==> src/hw/rtl/tevp_pkg.sv <==
// Shared types, character codes and arithmetic helpers for the terminal escape view parser.
package tevp_pkg;

  localparam int MAX_DIGITS_DEF = 5;
  localparam logic [7:0] DEFAULT_WIDTH = 8'd80;
  localparam logic [7:0] DEFAULT_HEIGHT = 8'd24;

  localparam logic [7:0] MAP_WIDTH_RST = 8'd128;
  localparam logic [7:0] MAP_HEIGHT_RST = 8'd64;
  localparam logic [3:0] BORDER_RST = 4'd1;

  localparam int CFG_IDX_W = 2;
  localparam int CFG_DATA_W = 8;
  localparam logic [CFG_IDX_W-1:0] CFG_MAP_WIDTH = 2'd0;
  localparam logic [CFG_IDX_W-1:0] CFG_MAP_HEIGHT = 2'd1;
  localparam logic [CFG_IDX_W-1:0] CFG_BORDER_WIDTH = 2'd2;

  localparam int STG_IDLE = 0;
  localparam int STG_ESC = 1;
  localparam int STG_CSI = 2;
  localparam int STG_EIGHT = 3;
  localparam int STG_NUM1 = 4;

  localparam logic [7:0] CH_ESC = 8'h1B;
  localparam logic [7:0] CH_LBRACKET = 8'h5B;
  localparam logic [7:0] CH_UP = 8'h41;
  localparam logic [7:0] CH_DOWN = 8'h42;
  localparam logic [7:0] CH_RIGHT = 8'h43;
  localparam logic [7:0] CH_LEFT = 8'h44;
  localparam logic [7:0] CH_EIGHT = 8'h38;
  localparam logic [7:0] CH_SEMI = 8'h3B;
  localparam logic [7:0] CH_T = 8'h74;
  localparam logic [7:0] CH_W = 8'h77;
  localparam logic [7:0] CH_A = 8'h61;
  localparam logic [7:0] CH_S = 8'h73;
  localparam logic [7:0] CH_D = 8'h64;
  localparam logic [7:0] CH_DIGIT_LO = 8'h30;
  localparam logic [7:0] CH_DIGIT_END = 8'h3A;

  localparam logic [8:0] NUM_SAT = 9'd256;
  localparam logic [7:0] BYTE_MAX = 8'd255;

  typedef struct packed {
    logic [8:0] first_num;
    logic [8:0] second_num;
    logic [7:0] view_x;
    logic [7:0] view_y;
    logic [7:0] cur_x;
    logic [7:0] cur_y;
    logic [7:0] win_w;
    logic [7:0] win_h;
  } view_state_t;

  typedef struct packed {
    logic [7:0] map_w;
    logic [7:0] map_h;
    logic [3:0] border;
  } view_cfg_t;

  typedef struct packed {
    logic [7:0] view_x;
    logic [7:0] view_y;
    logic [7:0] cursor_x;
    logic [7:0] cursor_y;
    logic [7:0] window_width;
    logic [7:0] window_height;
    logic       size_changed;
  } view_result_t;

  function automatic logic [8:0] acc_digit(logic [8:0] acc, logic [3:0] dig);
    logic [12:0] v;
    v = 13'({acc, 3'b000}) + 13'({acc, 1'b0}) + 13'(dig);
    return (v > 13'd255) ? NUM_SAT : v[8:0];
  endfunction

  function automatic logic can_grow(logic [7:0] pos, logic [7:0] map, logic [7:0] win,
                                    logic [3:0] border);
    logic [9:0] lhs;
    logic [9:0] rhs;
    lhs = 10'(pos) + 10'(win);
    rhs = 10'(map) + 10'({border, 1'b0});
    return (lhs < rhs) && (win < map) && (pos != BYTE_MAX);
  endfunction

  function automatic logic [7:0] sat_byte(logic [8:0] num);
    return num[8] ? BYTE_MAX : num[7:0];
  endfunction

endpackage

==> src/hw/rtl/tevp_step.sv <==
// Per-byte next-state logic: escape stage tracking, view scroll, cursor and size report.
module tevp_step #(
  parameter int MAX_DIGITS = tevp_pkg::MAX_DIGITS_DEF,
  localparam int STAGE_W = $clog2(6 + 2 * MAX_DIGITS)
) (
  input  logic [7:0]           rx_byte,
  input  logic [STAGE_W-1:0]   stage,
  input  tevp_pkg::view_state_t st,
  input  tevp_pkg::view_cfg_t  cfg,
  output logic [STAGE_W-1:0]   stage_nxt,
  output tevp_pkg::view_state_t st_nxt,
  output logic                 changed
);
  import tevp_pkg::*;

  localparam logic [STAGE_W-1:0] S_IDLE = STAGE_W'(STG_IDLE);
  localparam logic [STAGE_W-1:0] S_ESC = STAGE_W'(STG_ESC);
  localparam logic [STAGE_W-1:0] S_CSI = STAGE_W'(STG_CSI);
  localparam logic [STAGE_W-1:0] S_EIGHT = STAGE_W'(STG_EIGHT);
  localparam logic [STAGE_W-1:0] S_NUM1 = STAGE_W'(STG_NUM1);
  localparam logic [STAGE_W-1:0] S_NUM1_END = STAGE_W'(STG_NUM1 + MAX_DIGITS);
  localparam logic [STAGE_W-1:0] S_NUM2 = STAGE_W'(STG_NUM1 + MAX_DIGITS + 1);
  localparam logic [STAGE_W-1:0] S_NUM2_END = STAGE_W'(STG_NUM1 + 2 * MAX_DIGITS + 1);

  logic       is_digit;
  logic [7:0] h_new;
  logic [7:0] w_new;

  assign is_digit = (rx_byte >= CH_DIGIT_LO) && (rx_byte < CH_DIGIT_END);
  assign h_new = sat_byte(st.first_num);
  assign w_new = sat_byte(st.second_num);

  always_comb begin
    st_nxt = st;
    stage_nxt = S_IDLE;
    changed = 1'b0;
    priority if (rx_byte == CH_ESC && stage == S_IDLE) begin
      stage_nxt = S_ESC;
      st_nxt.first_num = '0;
      st_nxt.second_num = '0;
    end else if (rx_byte == CH_LBRACKET && stage == S_ESC) begin
      stage_nxt = S_CSI;
    end else if (rx_byte == CH_DOWN && stage == S_CSI) begin
      if (can_grow(st.view_y, cfg.map_h, st.win_h, cfg.border)) begin
        st_nxt.view_y = st.view_y + 8'd1;
      end
    end else if (rx_byte == CH_UP && stage == S_CSI) begin
      if (st.view_y != '0) begin
        st_nxt.view_y = st.view_y - 8'd1;
      end
    end else if (rx_byte == CH_LEFT && stage == S_CSI) begin
      if (st.view_x != '0) begin
        st_nxt.view_x = st.view_x - 8'd1;
      end
    end else if (rx_byte == CH_RIGHT && stage == S_CSI) begin
      if (can_grow(st.view_x, cfg.map_w, st.win_w, cfg.border)) begin
        st_nxt.view_x = st.view_x + 8'd1;
      end
    end else if (rx_byte == CH_W && stage == S_IDLE) begin
      stage_nxt = S_IDLE;
      if (st.cur_y != '0) begin
        st_nxt.cur_y = st.cur_y - 8'd1;
      end
    end else if (rx_byte == CH_S && stage == S_IDLE) begin
      stage_nxt = S_IDLE;
      if ((9'(st.cur_y) + 9'd1) < 9'(cfg.map_h)) begin
        st_nxt.cur_y = st.cur_y + 8'd1;
      end
    end else if (rx_byte == CH_D && stage == S_IDLE) begin
      stage_nxt = S_IDLE;
      if ((9'(st.cur_x) + 9'd1) < 9'(cfg.map_w)) begin
        st_nxt.cur_x = st.cur_x + 8'd1;
      end
    end else if (rx_byte == CH_A && stage == S_IDLE) begin
      stage_nxt = S_IDLE;
      if (st.cur_x != '0) begin
        st_nxt.cur_x = st.cur_x - 8'd1;
      end
    end else if (rx_byte == CH_EIGHT && stage == S_CSI) begin
      stage_nxt = S_EIGHT;
    end else if (rx_byte == CH_SEMI && stage == S_EIGHT) begin
      stage_nxt = S_NUM1;
    end else if (is_digit && stage >= S_NUM1 && stage < S_NUM1_END) begin
      st_nxt.first_num = acc_digit(st.first_num, rx_byte[3:0]);
      stage_nxt = stage + STAGE_W'(1);
    end else if (rx_byte == CH_SEMI && stage > S_NUM1 && stage <= S_NUM1_END) begin
      stage_nxt = S_NUM2;
    end else if (is_digit && stage >= S_NUM2 && stage < S_NUM2_END) begin
      st_nxt.second_num = acc_digit(st.second_num, rx_byte[3:0]);
      stage_nxt = stage + STAGE_W'(1);
    end else if (rx_byte == CH_T && stage > S_NUM2 && stage <= S_NUM2_END) begin
      if (w_new != st.win_w || h_new != st.win_h) begin
        st_nxt.view_x = '0;
        st_nxt.view_y = '0;
        st_nxt.win_w = w_new;
        st_nxt.win_h = h_new;
        changed = 1'b1;
      end
      st_nxt.first_num = '0;
      st_nxt.second_num = '0;
    end else begin
      stage_nxt = S_IDLE;
    end
  end

endmodule

==> src/hw/rtl/terminal_escape_view_parser_core.sv <==
// Top level of the terminal escape view parser: request registers, parser state, result register.
//
// Input channel: one received terminal byte per request (in_valid, in_stall, in_rx_byte).
// Result channel: one result per input byte (out_valid, out_stall, out_* fields) giving the
// view origin, cursor position and window size after that byte, plus a size-changed flag.
// Configuration: cfg_wr_en writes cfg_data into register cfg_index (0 map width,
// 1 map height, 2 border width); write only while no request is in flight.
// Path: a byte accepted into the request register is processed by single-level parser logic
// and lands in the result register when that register can advance (out_valid low or out_stall
// low); its result then shows on the output.
// Throughput: one byte per cycle while the result register is not held by out_stall.
// Reset (rst_n low, synchronous): parser idle, view and cursor at 0, window at its default
// size, configuration at its reset values, both channels empty.
// Stall: while out_stall holds a result, the request register keeps its byte and in_stall
// rises once it is full; nothing is dropped and parsing resumes when the stall clears.
module terminal_escape_view_parser_core #(
  parameter int MAX_DIGITS = tevp_pkg::MAX_DIGITS_DEF
) (
  input  logic                               clk,
  input  logic                               rst_n,
  input  logic                               cfg_wr_en,
  input  logic [tevp_pkg::CFG_IDX_W-1:0]     cfg_index,
  input  logic [tevp_pkg::CFG_DATA_W-1:0]    cfg_data,
  input  logic                               in_valid,
  output logic                               in_stall,
  input  logic [7:0]                         in_rx_byte,
  output logic                               out_valid,
  input  logic                               out_stall,
  output logic [7:0]                         out_view_x,
  output logic [7:0]                         out_view_y,
  output logic [7:0]                         out_cursor_x,
  output logic [7:0]                         out_cursor_y,
  output logic [7:0]                         out_window_width,
  output logic [7:0]                         out_window_height,
  output logic                               out_size_changed
);
  import tevp_pkg::*;

  localparam int STAGE_W = $clog2(6 + 2 * MAX_DIGITS);
  localparam logic [STAGE_W-1:0] STAGE_LAST = STAGE_W'(5 + 2 * MAX_DIGITS);

  view_cfg_t          cfg_r;
  logic               in_valid_r;
  logic [7:0]         in_byte_r;
  logic [STAGE_W-1:0] stage_r;
  logic [STAGE_W-1:0] stage_nxt;
  view_state_t        st_r;
  view_state_t        st_nxt;
  logic               changed;
  logic               out_valid_r;
  view_result_t       out_res_r;
  logic               advance;
  logic               step_en;

  assign advance = !out_valid_r || !out_stall;
  assign step_en = in_valid_r && advance;
  assign in_stall = in_valid_r && !advance;

  tevp_step #(
    .MAX_DIGITS(MAX_DIGITS)
  ) u_step (
    .rx_byte  (in_byte_r),
    .stage    (stage_r),
    .st       (st_r),
    .cfg      (cfg_r),
    .stage_nxt(stage_nxt),
    .st_nxt   (st_nxt),
    .changed  (changed)
  );

  always_ff @(posedge clk) begin
    if (!rst_n) begin
      cfg_r.map_w <= MAP_WIDTH_RST;
      cfg_r.map_h <= MAP_HEIGHT_RST;
      cfg_r.border <= BORDER_RST;
    end else if (cfg_wr_en) begin
      unique case (cfg_index)
        CFG_MAP_WIDTH:    cfg_r.map_w <= cfg_data[7:0];
        CFG_MAP_HEIGHT:   cfg_r.map_h <= cfg_data[7:0];
        CFG_BORDER_WIDTH: cfg_r.border <= cfg_data[3:0];
        default: ;
      endcase
    end
  end

  always_ff @(posedge clk) begin
    if (!rst_n) begin
      in_valid_r <= 1'b0;
    end else if (!in_stall) begin
      in_valid_r <= in_valid;
    end
  end

  always_ff @(posedge clk) begin
    if (!in_stall && in_valid) begin
      in_byte_r <= in_rx_byte;
    end
  end

  always_ff @(posedge clk) begin
    if (!rst_n) begin
      stage_r <= '0;
      st_r <= '{first_num: '0, second_num: '0, view_x: '0, view_y: '0,
                cur_x: '0, cur_y: '0, win_w: DEFAULT_WIDTH, win_h: DEFAULT_HEIGHT};
      out_valid_r <= 1'b0;
    end else begin
      if (step_en) begin
        stage_r <= stage_nxt;
        st_r <= st_nxt;
      end
      if (advance) begin
        out_valid_r <= in_valid_r;
      end
    end
  end

  always_ff @(posedge clk) begin
    if (step_en) begin
      out_res_r.view_x <= st_nxt.view_x;
      out_res_r.view_y <= st_nxt.view_y;
      out_res_r.cursor_x <= st_nxt.cur_x;
      out_res_r.cursor_y <= st_nxt.cur_y;
      out_res_r.window_width <= st_nxt.win_w;
      out_res_r.window_height <= st_nxt.win_h;
      out_res_r.size_changed <= changed;
    end
  end

  assign out_valid = out_valid_r;
  assign out_view_x = out_res_r.view_x;
  assign out_view_y = out_res_r.view_y;
  assign out_cursor_x = out_res_r.cursor_x;
  assign out_cursor_y = out_res_r.cursor_y;
  assign out_window_width = out_res_r.window_width;
  assign out_window_height = out_res_r.window_height;
  assign out_size_changed = out_res_r.size_changed;

  a_stage_range: assert property (@(posedge clk) disable iff (!rst_n)
    stage_r <= STAGE_LAST)
    else $error("parser stage out of range");

  a_size_change_resets_view: assert property (@(posedge clk) disable iff (!rst_n)
    step_en && changed |=> out_valid_r && st_r.view_x == '0 && st_r.view_y == '0)
    else $error("size change did not reset view origin");

  a_cursor_x_clamped: assert property (@(posedge clk) disable iff (!rst_n)
    step_en && st_nxt.cur_x > st_r.cur_x |-> st_nxt.cur_x < cfg_r.map_w)
    else $error("cursor column passed map width");

  a_cursor_y_clamped: assert property (@(posedge clk) disable iff (!rst_n)
    step_en && st_nxt.cur_y > st_r.cur_y |-> st_nxt.cur_y < cfg_r.map_h)
    else $error("cursor row passed map height");

  a_state_held_when_blocked: assert property (@(posedge clk) disable iff (!rst_n)
    in_stall |=> $stable(stage_r) && $stable(st_r))
    else $error("parser state moved while request was blocked");

endmodule

==> config.mk <==
export PLATFORM = sky130hd
export DESIGN_NAME = terminal_escape_view_parser_core
export DESIGN_NICKNAME = d
export VERILOG_FILES = /design/src/hw/rtl/tevp_pkg.sv /design/src/hw/rtl/tevp_step.sv /design/src/hw/rtl/terminal_escape_view_parser_core.sv
export SDC_FILE = /design/constraint.sdc
export NUM_CORES = 1
export LEC_CHECK = 0
export BUFFER_PORTS_ARGS = -buffer_cell sky130_fd_sc_hd__buf_4
export CAP_MARGIN = 5
export CORE_MARGIN = 4
export CORE_UTILIZATION = 60
export DETAILED_ROUTE_END_ITERATION = 8
export PLACE_DENSITY = 0.77
export SYNTH_ARGS = -nofsm -noshare
export SYNTH_HDL_FRONTEND = slang
export SYNTH_HIERARCHICAL = 1
export SYNTH_SLANG_ARGS = --single-unit
==> constraint.sdc <==
create_clock -name clk -period 4.9 [get_ports clk]
set_input_delay 0.245 -clock clk [delete_from_list [all_inputs] [get_ports clk]]
set_output_delay 0.245 -clock clk [all_outputs]
set_load 0.1 [all_outputs]
==> results_dict.tcl <==
set metrics [dict create \
    nNetsFinal 1563 \
    leakage_nw 5.346 \
    grt_pass1_wl_um 48460 \
    drt_wl_total_um 30270 \
    vdd_drop_max_v 0.0002140 \
    synth_top_area_cell "dfxtp_1" \
    synth_top_area_frac 0.1561 \
    hp-class "in -> reg" \
    ios 74 \
    setup_tns_ns 0 \
    drc_errors 0 \
    die_w_um 148.2 \
    maxCapViolCount 0 \
    cts_tree "built" \
    crit_fanout 7 \
    synthesis.area_mm2 0.01180 \
    diodes 0 \
    cp_data_arrival_time_ns 4.94 \
    ctsResizeCount 0 \
    clkLatencyLatePin_ns 0.44 \
    row_count 51 \
    dr.pass1.iters 6 \
    drt_iter0_markers 828 \
    die-area_mm2 0.02197 \
    holdPathStages 2 \
    grt_antenna_before_repair 0 \
    r2r_end "st_r[38]" \
    hold_viol_final 0 \
    clk_pin_slew_worst_paths_ns 0.07 \
    cts_buffers 17 \
    drive_gt1_frac 0.1011 \
    worstSetupStartpointType "flop" \
    drtAntennaViolNets 0 \
    rrSetupSlack_ns 0.31 \
    avgSynthCellArea_um2 8.680 \
    hold_start "in_valid" \
    preCtsSetupSlack_ns 0.5027 \
    worst_setup_path_end_kind "flop" \
    worst_slew_pin_slew_ns 1.201 \
    gp_congestion 0.9709 \
    die_h_um 148.2 \
    final_max_slew_viol_count 0 \
    fin_crit_ns 4.593 \
    numClockSinks 149 \
    wl_per_cell_um 17.91 \
    seq_area_frac_synth 0.3012 \
    vias 10480 \
    start_util 0.6081 \
    cts_max_path_buffers 2 \
    avgViaCountPerCell 6.199 \
    cp.required_ns 5.25 \
    grt_max_degree 83 \
    synth_edf_count 57 \
    fmax_ghz 0.2177 \
    grtUsageTotal 0.2703 \
    overflow 0 \
    syn_to_final_growth_pct 10.92 \
    powerDensity_mw_per_mm2 229.0 \
    r2r_cells 19 \
    yosys.cell_types.count 82 \
    skew_ns 0.01193 \
    synth_flop_cell "dfxtp_1" \
    setup_viol 0 \
    status "finished clean" \
    r2r-start "st_r[0]" \
    ys_ff_latch 149 \
    path_class "reg -> reg" \
    io_buffers 73 \
    ctsRootBufferMaster "clkbuf_16" \
    postCtsSetupBuffers 0 \
    mappedNetlistNets 1510 \
    grt_pass1_vias 9776 \
    synth_most_common_cell "nand2_1" \
    ys_warn_count 6 \
    dp.final_hpwl_um 22040 \
    core_area_mm2 0.01940 \
    async_reset_ff_frac 0 \
    slew_headroom 0.1977 \
    fin_crit_sh 0.9373 \
    whs_ns 0.04673 \
    synth_area_leaders "dfxtp_1 (16%), edfxtp_1 (15%), ha_1 (13%)" \
    worstHoldEndpoint "in_valid_r" \
    rsz0062_at_grt "false" \
    htree_levels 4 \
    setup_ws_ns 0.3075 \
    netlist_instances 1359 \
    synth_common_cells "nand2_1 (228), ha_1 (120), dfxtp_1 (92)" \
]
## placed cells by master (no fill, tap or decap), drive strengths merged, types with 32 or more instances in the layout
cell,count
a21oi,67
buf,94
dfxtp,92
edfxtp,57
ha,120
inv,71
mux2i,88
nand2,228
nor2,71
nor3,32
o21ai,62
xnor2,48
## worst max-delay path, stage by stage, from the launching register on
cell	delay, ns
dfxtp_1	0.38
ha_1	0.26
fa_1	0.41
a21o_1	0.17
a21oi_1	0.21
o21bai_1	0.09
a21oi_1	0.23
nor2b_1	0.07
o21ai_0	0.16
nand2b_1	0.08
ha_1	0.32
nand2_1	0.06
o21ai_0	0.08
a2111oi_0	0.42
o211ai_1	0.38
o41ai_1	0.51
a21oi_1	0.12
a211oi_1	0.26
nand2_1	0.11
mux2i_1	0.20
## sequential cells by signal, indices dropped and copies added (netlist names)
signal and cells:
out_cursor_y 8, in_valid_r 1, out_cursor_x 8, in_byte_r 8
out_view_x 8, out_view_y 8, stage_r 4, out_size_changed 1
out_window_width 8, st_r 66, cfg_r 20, out_window_height 8
out_valid 1
## routing by layer
| metal | GRT usage | up-vias | wire length, um |
|---|---|---|---|
| li1 | - | 5032 | - |
| met1 | 0.3465 | 4932 | 12690 |
| met2 | 0.4496 | 439 | 14350 |
| met3 | 0.05576 | 74 | 2267 |
| met4 | 0.1062 | 0 | 957 |
| met5 | 0 | - | 0 |
## how the worst max path moves through the flow
stage,from,cells after the start,to,slack [ns]
2_1_floorplan,st_r[8],17,out_view_x[7],0.99
3_3_place_gp,st_r[8],18,st_r[44],0.64
3_5_place_dp,st_r[8],18,st_r[46],0.50
4_1_cts,st_r[0],19,st_r[38],0.46
5_1_grt,st_r[0],19,st_r[38],0.09
6_report,st_r[0],19,st_r[38],0.31
## per-stage QoR
stage,utilization,power (W),cells,cell area (um2)
4_1_cts,0.6745,0.003014,1690,13090
6_report,0.6745,0.002996,1690,13090
3_5_place_dp,0.6400,0.001681,1650,12410
3_3_place_gp,0.6400,0.001676,1650,12410
5_1_grt,0.6745,0.003092,1690,13090
2_1_floorplan,-,0.001617,1359,11800
## cells by family after synthesis
family | after synthesis | synth area share
and+or+nand+nor | 492 | 0.2025
AOI/OAI and AO/OA | 296 | 0.1702
DFF | 149 | 0.3012
buffers and inverters | 138 | 0.05982
adders and majority gates | 128 | 0.1409
muxes | 89 | 0.07563
xor gates and xnor gates | 67 | 0.04975
## what timing repair did
action | 4_1_cts | 5_1_grt
endpoints found under the setup margin | 0 | 0
hold buffers | 8 | 0
endpoints found under the hold margin | 8 | 0
## power by group
part	internal, W	switching, W
Clock	0.000799	0.000537
Combinational	0.0000943	0.000229
Sequential	0.00131	0.0000263
## layout make-up
type,count,area (um2)
tap,265,331.6
inverter,70,262.8
timing repair buffer,102,785.8
fill,1624,6314
multi-input combinational,1072,7561
sequential,149,3553
clock inverter,13,157.7
clock buffer,19,432.9
Power figures use the tool's default switching activity.
